==> src/sv/etf_pkg.sv <==
package etf_pkg;

	// image and number format
	localparam int IMG_WIDTH  = 1024;
	localparam int IMG_HEIGHT = 1024;
	localparam int FRAC_BITS  = 28;
	localparam int QW         = FRAC_BITS + 4;      // plane coordinate width
	localparam int DW         = 23;                 // pixel offset width
	localparam int OPW        = 38;                 // signed multiplier operand width
	localparam int MULW       = 32;                 // multiplier port width
	localparam int MW         = 2 * MULW;           // product width
	localparam int PW         = MW - FRAC_BITS + 1; // signed fixed-point product width
	localparam int ACCW       = 76;                 // wide product accumulator
	localparam int WW         = ACCW - FRAC_BITS + 1;
	localparam int SATW       = 54;                 // width ahead of saturation
	localparam int ADDR_W     = 5;
	localparam int CNT_W      = 10;

	localparam logic signed [DW-1:0] HALF_W = DW'(IMG_WIDTH / 2);
	localparam logic signed [DW-1:0] HALF_H = DW'(IMG_HEIGHT / 2);

	// fixed-point constants
	localparam logic signed [OPW-1:0] ONE_OP   = OPW'(longint'(1) << FRAC_BITS);
	localparam logic signed [OPW-1:0] QUART_OP = OPW'(longint'(1) << (FRAC_BITS - 2));
	localparam logic signed [PW:0]    ESC_LIM  = (PW + 1)'(longint'(4) << FRAC_BITS);
	localparam logic signed [PW:0]    BULB_LIM = (PW + 1)'(longint'(1) << (FRAC_BITS - 4));

	localparam logic signed [SATW-1:0] SAT_HI = {{(SATW - QW + 1){1'b0}}, {(QW - 1){1'b1}}};
	localparam logic signed [SATW-1:0] SAT_LO = {{(SATW - QW + 1){1'b1}}, {(QW - 1){1'b0}}};

	// fractal modes, code 3 runs as mandelbrot
	localparam logic [1:0] MODE_MANDEL = 2'd0;
	localparam logic [1:0] MODE_SHIP   = 2'd1;
	localparam logic [1:0] MODE_JULIA  = 2'd2;

	// register indexes
	localparam logic [2:0] REG_MODE   = 3'd0;
	localparam logic [2:0] REG_PAN_X  = 3'd1;
	localparam logic [2:0] REG_PAN_Y  = 3'd2;
	localparam logic [2:0] REG_SCALEX = 3'd3;
	localparam logic [2:0] REG_SCALEY = 3'd4;
	localparam logic [2:0] REG_JRE    = 3'd5;
	localparam logic [2:0] REG_JIM    = 3'd6;
	localparam logic [2:0] REG_LIMIT  = 3'd7;

	localparam logic [30:0]      SCALE_RST = 31'd1048576;
	localparam logic [CNT_W-1:0] LIMIT_RST = CNT_W'(400);

	typedef enum logic [4:0] {
		S_IDLE,
		P_RE, P_IM, P_A, P_B,
		N_Y2, N_XP, N_XM, N_BL, N_Q, N_QX,
		N_W0, N_W1, N_W2, N_W3, N_A0, N_A1, N_CMP,
		I_X2, I_Y2, I_XY, I_WT, I_ESC, I_UPD,
		S_FIN
	} etf_state_t;

	// magnitude of a signed operand
	function automatic logic [OPW-1:0] mag_op(input logic signed [OPW-1:0] v);
		return v[OPW-1] ? OPW'(-v) : OPW'(v);
	endfunction

	// drop fraction bits of a product magnitude, then reapply the sign
	function automatic logic signed [PW-1:0] post_mul(input logic [MW-1:0] p, input logic neg);
		logic [PW-1:0] r;
		r = {1'b0, p[MW-1:FRAC_BITS]};
		return neg ? $signed(-r) : $signed(r);
	endfunction

	// clamp to the plane coordinate range
	function automatic logic signed [QW-1:0] sat_q(input logic signed [SATW-1:0] v);
		logic signed [QW-1:0] r;
		if (v > SAT_HI) begin
			r = SAT_HI[QW-1:0];
		end else if (v < SAT_LO) begin
			r = SAT_LO[QW-1:0];
		end else begin
			r = v[QW-1:0];
		end
		return r;
	endfunction

endpackage

==> src/sv/escape_time_fractal.sv <==
// Escape-time fractal pixel engine (Mandelbrot, Burning Ship, Julia). One item is a pixel
// column and row; the result gives its iteration count, a bounded flag and an interior flag.
// All products go through one shared 32x32 multiplier with a registered operand stage and a
// registered product. In Mandelbrot mode the bulb and cardioid tests run before the
// iteration (the cardioid's wide product takes four multiplier passes), and pixels caught
// by either test finish as interior without iterating. in_ready is high only when no item
// is in work, so the block takes no new item before the result of the last one is loaded;
// a finished result waits in the output register.
// Registers are written through the APB port; the user must write them only while the
// block is idle, as the block itself does not enforce this.
module escape_time_fractal import etf_pkg::*; (
	input  logic                     clk,
	input  logic                     arst_n,
	// configuration port
	input  logic                     psel,
	input  logic                     penable,
	input  logic                     pwrite,
	input  logic [ADDR_W-1:0]        paddr,
	input  logic [31:0]              pwdata,
	output logic [31:0]              prdata,
	output logic                     pready,
	// pixel items
	input  logic                     in_valid,
	output logic                     in_ready,
	input  logic [11:0]              pixel_col,
	input  logic [11:0]              pixel_row,
	// results
	output logic                     out_valid,
	input  logic                     out_ready,
	output logic [CNT_W-1:0]         iter_count,
	output logic                     bounded,
	output logic                     skipped_interior
);

	etf_state_t state_q, state_d;

	// configuration registers
	logic [1:0]               mode_q;
	logic signed [20:0]       pan_x_q, pan_y_q;
	logic [30:0]              scale_x_q, scale_y_q;
	logic signed [31:0]       jre_q, jim_q;
	logic [CNT_W-1:0]         limit_q;

	// working registers
	logic signed [DW-1:0]     dcol_q, drow_q;
	logic signed [QW-1:0]     x_q, y_q, cr_q, ci_q;
	logic signed [PW-1:0]     x2_q, y2_q, xy_q;
	logic signed [OPW-1:0]    q_q, qx_q;
	logic [ACCW-1:0]          acc_q;
	logic [CNT_W-1:0]         iter_q;
	logic                     bnd_q, skip_q;

	// shared multiplier pipe
	logic signed [OPW-1:0]    op_a, op_b;
	logic                     a_hi, b_hi;
	logic [OPW-1:0]           mag_a, mag_b;
	logic [MULW-1:0]          opa_s1, opb_s1;
	logic                     neg_s1, neg_s2;
	logic [MW-1:0]            prod_s2;

	// output register
	logic                     out_valid_q;
	logic [CNT_W-1:0]         cnt_out_q;
	logic                     bnd_out_q, skip_out_q;

	// derived values
	logic                     is_ship, is_julia, wr_en, in_acc, out_load;
	logic [2:0]               reg_idx;
	logic signed [PW-1:0]     mres, xy_abs;
	logic signed [SATW-1:0]   pm_mag, pm_in;
	logic signed [QW-1:0]     pmap, nx, ny;
	logic signed [OPW-1:0]    xp, xm;
	logic signed [PW:0]       sq_sum;
	logic [ACCW-FRAC_BITS-1:0] wmag;
	logic signed [WW-1:0]     w_val, card_lim;
	logic                     esc_hit, lim_hit, bulb_hit, card_hit;

	assign pready    = 1'b1;
	assign reg_idx   = paddr[ADDR_W-1:2];
	assign wr_en     = psel && penable && pwrite;
	assign in_ready  = (state_q == S_IDLE);
	assign in_acc    = in_valid && in_ready;
	assign out_load  = (state_q == S_FIN) && (!out_valid_q || out_ready);
	assign is_ship   = (mode_q == MODE_SHIP);
	assign is_julia  = (mode_q == MODE_JULIA);

	assign out_valid        = out_valid_q;
	assign iter_count       = cnt_out_q;
	assign bounded          = bnd_out_q;
	assign skipped_interior = skip_out_q;

	// register read back
	always_comb begin
		case (reg_idx)
			REG_MODE:   prdata = 32'(mode_q);
			REG_PAN_X:  prdata = 32'($unsigned(pan_x_q));
			REG_PAN_Y:  prdata = 32'($unsigned(pan_y_q));
			REG_SCALEX: prdata = 32'(scale_x_q);
			REG_SCALEY: prdata = 32'(scale_y_q);
			REG_JRE:    prdata = $unsigned(jre_q);
			REG_JIM:    prdata = $unsigned(jim_q);
			REG_LIMIT:  prdata = 32'(limit_q);
			default:    prdata = '0;
		endcase
	end

	// post-processing of the product and the tests
	always_comb begin
		mres     = post_mul(prod_s2, neg_s2);
		xy_abs   = (is_ship && mres[PW-1]) ? -mres : mres;
		pm_mag   = $signed({1'b0, prod_s2[SATW-2:0]});
		pm_in    = neg_s2 ? -pm_mag : pm_mag;
		pmap     = sat_q(pm_in);
		nx       = sat_q(SATW'(x2_q) - SATW'(y2_q) + SATW'(cr_q));
		ny       = sat_q((SATW'(xy_q) <<< 1) + SATW'(ci_q));
		xp       = OPW'(cr_q) + ONE_OP;
		xm       = OPW'(cr_q) - QUART_OP;
		sq_sum   = (PW + 1)'(x2_q) + (PW + 1)'(y2_q);
		esc_hit  = sq_sum > ESC_LIM;
		lim_hit  = iter_q >= limit_q;
		bulb_hit = sq_sum < BULB_LIM;
		wmag     = acc_q[ACCW-1:FRAC_BITS];
		w_val    = qx_q[OPW-1] ? -$signed({1'b0, wmag}) : $signed({1'b0, wmag});
		card_lim = WW'(y2_q >>> 2);
		card_hit = w_val < card_lim;
	end

	// sequencer: next state and multiplier operand selection
	always_comb begin
		state_d = state_q;
		op_a    = '0;
		op_b    = '0;
		a_hi    = 1'b0;
		b_hi    = 1'b0;
		case (state_q)
			S_IDLE: begin
				if (in_valid) state_d = P_RE;
			end
			P_RE: begin
				op_a    = OPW'(dcol_q);
				op_b    = OPW'($signed({1'b0, scale_x_q}));
				state_d = P_IM;
			end
			P_IM: begin
				op_a    = OPW'(drow_q);
				op_b    = OPW'($signed({1'b0, scale_y_q}));
				state_d = P_A;
			end
			P_A: state_d = P_B;
			P_B: begin
				state_d = (is_ship || is_julia) ? I_X2 : N_Y2;
			end
			N_Y2: begin
				op_a    = OPW'(ci_q);
				op_b    = OPW'(ci_q);
				state_d = N_XP;
			end
			N_XP: begin
				op_a    = xp;
				op_b    = xp;
				state_d = N_XM;
			end
			N_XM: begin
				op_a    = xm;
				op_b    = xm;
				state_d = N_BL;
			end
			N_BL: state_d = N_Q;
			N_Q: begin
				state_d = bulb_hit ? S_FIN : N_QX;
			end
			N_QX: state_d = N_W0;
			N_W0: begin
				op_a    = q_q;
				op_b    = qx_q;
				state_d = N_W1;
			end
			N_W1: begin
				op_a    = q_q;
				op_b    = qx_q;
				b_hi    = 1'b1;
				state_d = N_W2;
			end
			N_W2: begin
				op_a    = q_q;
				op_b    = qx_q;
				a_hi    = 1'b1;
				state_d = N_W3;
			end
			N_W3: begin
				op_a    = q_q;
				op_b    = qx_q;
				a_hi    = 1'b1;
				b_hi    = 1'b1;
				state_d = N_A0;
			end
			N_A0: state_d = N_A1;
			N_A1: state_d = N_CMP;
			N_CMP: begin
				state_d = card_hit ? S_FIN : I_X2;
			end
			I_X2: begin
				op_a    = OPW'(x_q);
				op_b    = OPW'(x_q);
				state_d = I_Y2;
			end
			I_Y2: begin
				op_a    = OPW'(y_q);
				op_b    = OPW'(y_q);
				state_d = I_XY;
			end
			I_XY: begin
				op_a    = OPW'(x_q);
				op_b    = OPW'(y_q);
				state_d = I_WT;
			end
			I_WT: state_d = I_ESC;
			I_ESC: begin
				state_d = (esc_hit || lim_hit) ? S_FIN : I_UPD;
			end
			I_UPD: state_d = I_X2;
			S_FIN: begin
				if (!out_valid_q || out_ready) state_d = S_IDLE;
			end
			default: state_d = S_IDLE;
		endcase
	end

	assign mag_a = mag_op(op_a);
	assign mag_b = mag_op(op_b);

	// state register
	always_ff @(posedge clk or negedge arst_n) begin
		if (!arst_n) begin
			state_q <= S_IDLE;
		end else begin
			state_q <= state_d;
		end
	end

	// configuration, control flags and result valid
	always_ff @(posedge clk or negedge arst_n) begin
		if (!arst_n) begin
			mode_q      <= MODE_MANDEL;
			pan_x_q     <= '0;
			pan_y_q     <= '0;
			scale_x_q   <= SCALE_RST;
			scale_y_q   <= SCALE_RST;
			jre_q       <= '0;
			jim_q       <= '0;
			limit_q     <= LIMIT_RST;
			iter_q      <= '0;
			bnd_q       <= 1'b0;
			skip_q      <= 1'b0;
			out_valid_q <= 1'b0;
		end else begin
			if (wr_en) begin
				case (reg_idx)
					REG_MODE:   mode_q    <= pwdata[1:0];
					REG_PAN_X:  pan_x_q   <= $signed(pwdata[20:0]);
					REG_PAN_Y:  pan_y_q   <= $signed(pwdata[20:0]);
					REG_SCALEX: scale_x_q <= pwdata[30:0];
					REG_SCALEY: scale_y_q <= pwdata[30:0];
					REG_JRE:    jre_q     <= $signed(pwdata);
					REG_JIM:    jim_q     <= $signed(pwdata);
					REG_LIMIT:  limit_q   <= pwdata[CNT_W-1:0];
					default: ;
				endcase
			end
			// per-item flags
			if (in_acc) begin
				iter_q <= '0;
				bnd_q  <= 1'b1;
				skip_q <= 1'b0;
			end else begin
				case (state_q)
					N_Q:   if (bulb_hit) skip_q <= 1'b1;
					N_CMP: if (card_hit) skip_q <= 1'b1;
					I_ESC: if (esc_hit) bnd_q <= 1'b0;
					I_UPD: iter_q <= iter_q + 1'b1;
					default: ;
				endcase
			end
			// result handshake
			if (out_load) begin
				out_valid_q <= 1'b1;
			end else if (out_ready) begin
				out_valid_q <= 1'b0;
			end
		end
	end

	// datapath registers
	always_ff @(posedge clk) begin
		if (in_acc) begin
			dcol_q <= DW'($signed({1'b0, pixel_col})) + DW'(pan_x_q) - HALF_W;
			drow_q <= DW'($signed({1'b0, pixel_row})) + DW'(pan_y_q) - HALF_H;
		end
		// multiplier: operand stage, then product stage
		opa_s1  <= a_hi ? MULW'(mag_a[OPW-1:MULW]) : mag_a[MULW-1:0];
		opb_s1  <= b_hi ? MULW'(mag_b[OPW-1:MULW]) : mag_b[MULW-1:0];
		neg_s1  <= op_a[OPW-1] ^ op_b[OPW-1];
		prod_s2 <= opa_s1 * opb_s1;
		neg_s2  <= neg_s1;
		case (state_q)
			P_A: begin
				x_q  <= pmap;
				cr_q <= pmap;
			end
			P_B: begin
				if (is_julia) begin
					y_q  <= pmap;
					cr_q <= jre_q;
					ci_q <= jim_q;
				end else begin
					x_q  <= '0;
					y_q  <= '0;
					ci_q <= pmap;
				end
			end
			N_XM:  y2_q  <= mres;
			N_BL:  x2_q  <= mres;
			N_Q:   q_q   <= OPW'(mres) + OPW'(y2_q);
			N_QX:  qx_q  <= q_q + xm;
			N_W2:  acc_q <= ACCW'(prod_s2);
			N_W3:  acc_q <= acc_q + (ACCW'(prod_s2) << MULW);
			N_A0:  acc_q <= acc_q + (ACCW'(prod_s2) << MULW);
			N_A1:  acc_q <= acc_q + (ACCW'(prod_s2) << MW);
			I_XY:  x2_q  <= mres;
			I_WT:  y2_q  <= mres;
			I_ESC: xy_q  <= xy_abs;
			I_UPD: begin
				x_q <= nx;
				y_q <= ny;
			end
			default: ;
		endcase
		// result payload
		if (out_load) begin
			cnt_out_q  <= iter_q;
			bnd_out_q  <= bnd_q;
			skip_out_q <= skip_q;
		end
	end

	// an interior pixel reports no iterations and bounded
	a_skip_shape: assert property (@(posedge clk) disable iff (!arst_n)
		(out_valid_q && skip_out_q) |-> (cnt_out_q == '0 && bnd_out_q))
		else $error("interior result carries iterations or escape");

	// a bounded iterated pixel stopped exactly at the limit
	a_bnd_limit: assert property (@(posedge clk) disable iff (!arst_n)
		(out_valid_q && bnd_out_q && !skip_out_q) |-> (cnt_out_q == limit_q))
		else $error("bounded result count differs from limit");

	// the iteration counter never runs past the limit while an item is in work
	a_iter_range: assert property (@(posedge clk) disable iff (!arst_n)
		(state_q != S_IDLE) |-> (iter_q <= limit_q))
		else $error("iteration counter beyond limit");

	// interior shortcut only in mandelbrot mode
	a_skip_mode: assert property (@(posedge clk) disable iff (!arst_n)
		(out_valid_q && skip_out_q) |-> (!is_ship && !is_julia))
		else $error("interior shortcut outside mandelbrot mode");

	// an accepted item starts the coordinate mapping next cycle
	a_start: assert property (@(posedge clk) disable iff (!arst_n)
		in_acc |=> (state_q == P_RE))
		else $error("accepted item did not start");

endmodule

==> config.mk <==
export PLATFORM = sky130hd
export DESIGN_NAME = escape_time_fractal
export DESIGN_NICKNAME = d
export VERILOG_FILES = /design/src/sv/etf_pkg.sv /design/src/sv/escape_time_fractal.sv
export SDC_FILE = /design/constraint.sdc
export NUM_CORES = 2
export LEC_CHECK = 0
export BUFFER_PORTS_ARGS = -buffer_cell sky130_fd_sc_hd__buf_2
export CORE_ASPECT_RATIO = 1.75
export CORE_MARGIN = 8
export CORE_UTILIZATION = 35
export DETAILED_ROUTE_END_ITERATION = 12
export PLACE_DENSITY = 0.5
export SYNTH_ARGS = -nofsm -noshare
export SYNTH_HDL_FRONTEND = slang
export SYNTH_SLANG_ARGS = --single-unit
==> constraint.sdc <==
create_clock -name clk -period 11.3 [get_ports clk]
set_input_delay 2.26 -clock clk [delete_from_list [all_inputs] [get_ports clk]]
set_output_delay 2.26 -clock clk [all_outputs]
set_load 0.1 [all_outputs]
### Word-level counts from Yosys, hierarchy flattened

Cells that the tools add are included.

* register bits: 777
* input bits: 68
* word-level logic and storage cells: 193

* reduce and logical (&&, ||, !) cells: 41
* equality and inequality tests: 39
* bitwise gates (word level): 1
* $lt $le $gt $ge: 10
* add/sub/neg operators: 21
* multiply operators: 1
* muxes and demuxes: 45

Operator list (count)
* 38-bit one-hot mux with 8 select lines: 2
* 32-bit 2-to-1 mux: 10
* 32-bit one-hot mux with 8 select lines: 1
* 76-bit one-hot mux with 3 select lines: 1
* 76-bit adder: 2
* 32-bit one-hot mux with 2 select lines: 2
* 5-bit one-hot mux with 25 select lines: 1
* 32-bit one-hot mux with 3 select lines: 1
* 38-bit by 32-bit adder with 39-bit output: 2
* 39-bit by 32-bit greater-than comparator with 1-bit output, second input constant: 2
* 39-bit by 32-bit < comparator with 1-bit output, second input constant: 2
* 37-bit by 37-bit adder with 38-bit output: 2
* 38-bit 2-to-1 mux: 2
* 38-bit negator: 2
* 37-bit 2-to-1 mux: 2
* 32-bit by 32-bit multiplier with 64-bit output: 1
* 54-bit by 32-bit greater-than comparator with 1-bit output, second input constant: 1
* 54-bit by 32-bit < comparator with 1-bit output, second input constant: 1
* 54-bit 2-to-1 mux: 1
* 53-bit negator with 54-bit output: 1
* 49-bit by 35-bit < comparator with 1-bit output: 1
* 49-bit 2-to-1 mux: 1
* 48-bit negator with 49-bit output: 1
* 22-bit by 11-bit subtractor with 23-bit output, second input constant: 2
* 42 further kinds: 114

### Depth between registers and ports, before layout

* depth after elaboration: 7
* depth in mapped cells: 31
* gate-level depth less buffers: 29

### Least setup slack after synthesis

OpenSTA, ideal clock, no wires.

* path kind: input to output
* from: input paddr[3]
* to: output prdata[5]
* path buffers: 2
* stages: 5
* slack: 3.804 ns
* data arrival time: 5.236 ns
* required time: 9.040 ns
* cells stage by stage: clkbuf_1 -> clkbuf_1 -> nor2_1 -> a22oi_1 -> o21ai_0

* word-level cells in the longest chain between the ends: 2

Ends and longest elaborated chain
* start: declaration: line escape_time_fractal.sv:18 `input logic [ADDR_W-1:0] paddr,`
* 3-bit == test (tied with other cells): line escape_time_fractal.sv:94 `case (reg_idx)`
* 32-bit one-hot mux with 8 select lines *: line escape_time_fractal.sv:94
* end: declaration: line escape_time_fractal.sv:20 `output logic [31:0] prdata,`

Every way passes the cells marked *; elsewhere a longest branch is shown, timed or not.

### Worst setup path in the final report

* from: register opa_s1[14]
* to: register prod_s2[63]

* word-level cells in the longest chain between the ends: 1

Ends and longest elaborated chain
* start: declaration: line escape_time_fractal.sv:57 `logic [MULW-1:0] opa_s1, opb_s1;`
* start signal: assignment: line escape_time_fractal.sv:300 `opa_s1 <= a_hi ? MULW'(mag_a[OPW-1:MULW]) : mag_a[MULW-1:0];`
* 32-bit by 32-bit multiplier with 64-bit output: line escape_time_fractal.sv:303 `prod_s2 <= opa_s1 * opb_s1;`
* end signal: assignment: line escape_time_fractal.sv:303
* end: declaration: line escape_time_fractal.sv:59 `logic [MW-1:0] prod_s2;`

Every way passes these cells.
A chain may end at the register's enable or synchronous reset.

==> impl_metrics.py <==
metrics = {
    "timing": {
        "fin_worst_skew_ns": 0.0344,
        "max_freq_mhz": 106,
        "holdWs_ns": 0.335,
        "rsz0062_at_grt": "no",
        "hold_violations": 0,
        "setup_viol": 0,
        "final_max_slew_viol_count": 3,
        "worst-slew-pin-transition_ns": 1.57,
        "slew_headroom_pct": -5.64,
        "fin_crit_sh_pct": 83.5,
        "setup_tns_ns": 0,
        "fin_crit_ns": 9.44,
    },
    "placed_design": {
        "dp_hpwl_mm": 277,
        "gp_congestion": 1.02,
        "port-buffer-count": 111,
        "dp_cells": 12401,
    },
    "logic_synthesis": {
        "async_flop_share_pct": 26.4,
        "ys_seq_area_share_pct": 23.6,
        "synth_cell_types": 97,
        "synth_area_leaders": "fa_1 (22%), edfxtp_1 (15%), ha_1 (9.3%), inv_1 (5.7%), dfrtp_1 (5.6%)",
        "syn_area_um2": 85700,
        "synth_edf_count": 421,
        "yosys.area.top_type": "fa_1",
        "yosys-top-cells-count": "inv_1 (1299), fa_1 (941), nand2_1 (869), ha_1 (637), and2_1 (606)",
        "netlist.area_leader.share_pct": 22.0,
        "synthFlopType": "edfxtp_1",
        "synth_fp_nets": 10914,
        "synth.avg_cell_area_um2": 9.25,
        "post-synth-top-count-cell": "inv_1",
        "syn_inst": 9268,
        "ys_seq_elements": 749,
        "ys_warn_count": 0,
    },
    "clocking": {
        "clk-insertion-delay-late_ns": 0.71,
        "postCtsResizedCells": 0,
        "cts_buffer_depth": 3,
        "post-cts-setup-buffers": 0,
        "clock-sinks": 749,
        "cts_tree": "done",
        "cts.clk_slew.worst_paths_ns": 0.07,
        "ctsHoldBuffers": 0,
        "ctsHtreeMaxLevel": 3,
        "cts_made_buffers": 82,
        "root_buffer": "clkbuf_16",
    },
    "layout": {
        "stdcell_count": 12565,
        "layout-drive-gt1-share_pct": 8.23,
        "nNetsFinal": 10864,
        "syn2layout_area_growth_pct": 8.85,
    },
    "setup_path": {
        "rrSetupSlack_ns": 1.86,
        "crit_family": "adder cells",
        "r2r_end": "prod_s2[63]",
        "crit_required_ns": 11.95,
        "reg2regPathDepth": 26,
        "worst-path-buf-inv": 6,
        "max_stage_delay_ns": 0.91,
        "r2r-start": "opa_s1[14]",
        "critPathLaunchType": "flop",
        "cp-end-kind": "flop",
        "worstSetupPathType": "reg2reg",
        "crit_fanout": 24,
        "cp_slowest_cell": "dfxtp_1",
        "path_common_cell": "fa_1",
        "critical_path_arrival_ns": 10.08,
    },
    "min_path": {
        "worstHoldStart": "neg_s1",
        "hp-class": "reg2reg",
        "hold_path_depth": 0,
        "min_to": "neg_s2",
    },
    "die": {
        "die_h_um": 671,
        "die_w_um": 390,
        "rows": 240,
        "design.die.area_um2": 262000,
        "io_pins": 115,
        "start_util_pct": 35.2,
        "core-area_um2": 244000,
    },
    "routing": {
        "drt_iter0_drc": 5305,
        "via_per_inst": 5.60,
        "drc_errors": 0,
        "dr.pass1.iters": 9,
        "drt-met1-wl_mm": 122,
        "vias": 70328,
        "top_layer": "met5",
        "ant_nets": 0,
        "wl_met3_mm": 16.7,
        "drt_wl_total_mm": 349,
        "wl_met2_mm": 177,
        "wire_per_inst_um": 27.8,
    },
    "run": {
        "drv_cap": 1,
    },
    "run_status": {
        "status": "complete, but fails checks",
        "violations": "max-capacitance violations, max-slew violations",
    },
    "global_routing": {
        "grt_first_pass_wirelength_mm": 508,
        "grt_pass1_vias": 74736,
        "grt_util_all_layers_pct": 26.3,
        "grt_max_degree": 70,
        "antenna_found_initial": 19,
        "grt-ovfl-total": 0,
    },
}
[cells by family after synthesis]
group	count (synthesis)	synth area share, %
xor+xnor	509	5.20
compound gates	1666	13.0
fa+ha+maj	1578	31.3
simple gates	2785	16.1
buf+inv	1738	7.63
other cells	1	0.00437
mux	242	3.17
flops	749	23.6
[area by class of cell]
type / count / area [um2]
fillers: 24934 / 151000
multi-input cells: 6781 / 59300
flip-flops and latches: 749 / 20200
inverters: 1300 / 4880
well taps: 3267 / 4090
clock buffers: 97 / 2190
repair buffers: 304 / 2010
clock inverters: 54 / 547
diodes: 13 / 32.5
[sequential cells by signal (all words and copies together), names as in the netlist, 37 cells and up]
name,flops
acc_q,48
qx_q,38
q_q,38
y2_q,37
x2_q,37
xy_q,37
prod_s2,64
[worst max-delay path by stage]
| stage | start | end | cells past startpoint |
|---|---|---|---|
| 2_1_floorplan | paddr[3] | prdata[5] | 5 |
| 3_3_place_gp | opa_s1[7] | prod_s2[63] | 27 |
| 3_5_place_dp | opa_s1[14] | prod_s2[63] | 26 |
| 4_1_cts | opa_s1[14] | prod_s2[63] | 26 |
| 5_1_grt | opa_s1[14] | prod_s2[63] | 26 |
| 6_report | opa_s1[14] | prod_s2[63] | 26 |
[layer usage]
| metal | track usage (%) | vias to the layer above |
|---|---|---|
| met1 | 27.9 | 35986 |
| li1 | - | 31026 |
| met2 | 47.1 | 2455 |
| met5 | 0 | - |
| met4 | 19.9 | 2 |
| met3 | 3.41 | 859 |
[metrics by stage]
step	instance area (um2)	utilization (%)	setup slack, ns
after detailed placement	90500	37.1	1.84
after CTS	93300	38.3	1.80
after floorplan	85700	-	3.80
after global placement	90500	37.1	1.76
final	93300	38.3	1.86
after global routing	93300	38.3	1.41
[cells in the final DEF, fill, tap and decap left out, types with 52 or more instances in the layout]
cell type and count:
edfxtp_1 421, o21a_1 55, nor2_1 478, xor2_1 185, nor3_1 178, fa_1 941
dfxtp_1 125, clkbuf_16 83, o31ai_1 67, buf_2 110, xnor2_1 307, or3_1 52
ha_1 636, nand2_1 869, nand4_1 68, buf_4 193, o21ai_0 315, inv_1 1299
and2_1 607, a21oi_1 376, a21o_1 174, a22oi_1 65, nand2b_1 60, mux2_2 199
dfrtp_1 193, nor2b_1 59, and3_1 104, a31oi_1 53, nand3_1 135
Power is not shown: default switching activity piles up to over one toggle a cycle in this logic, so the estimate is an artifact.
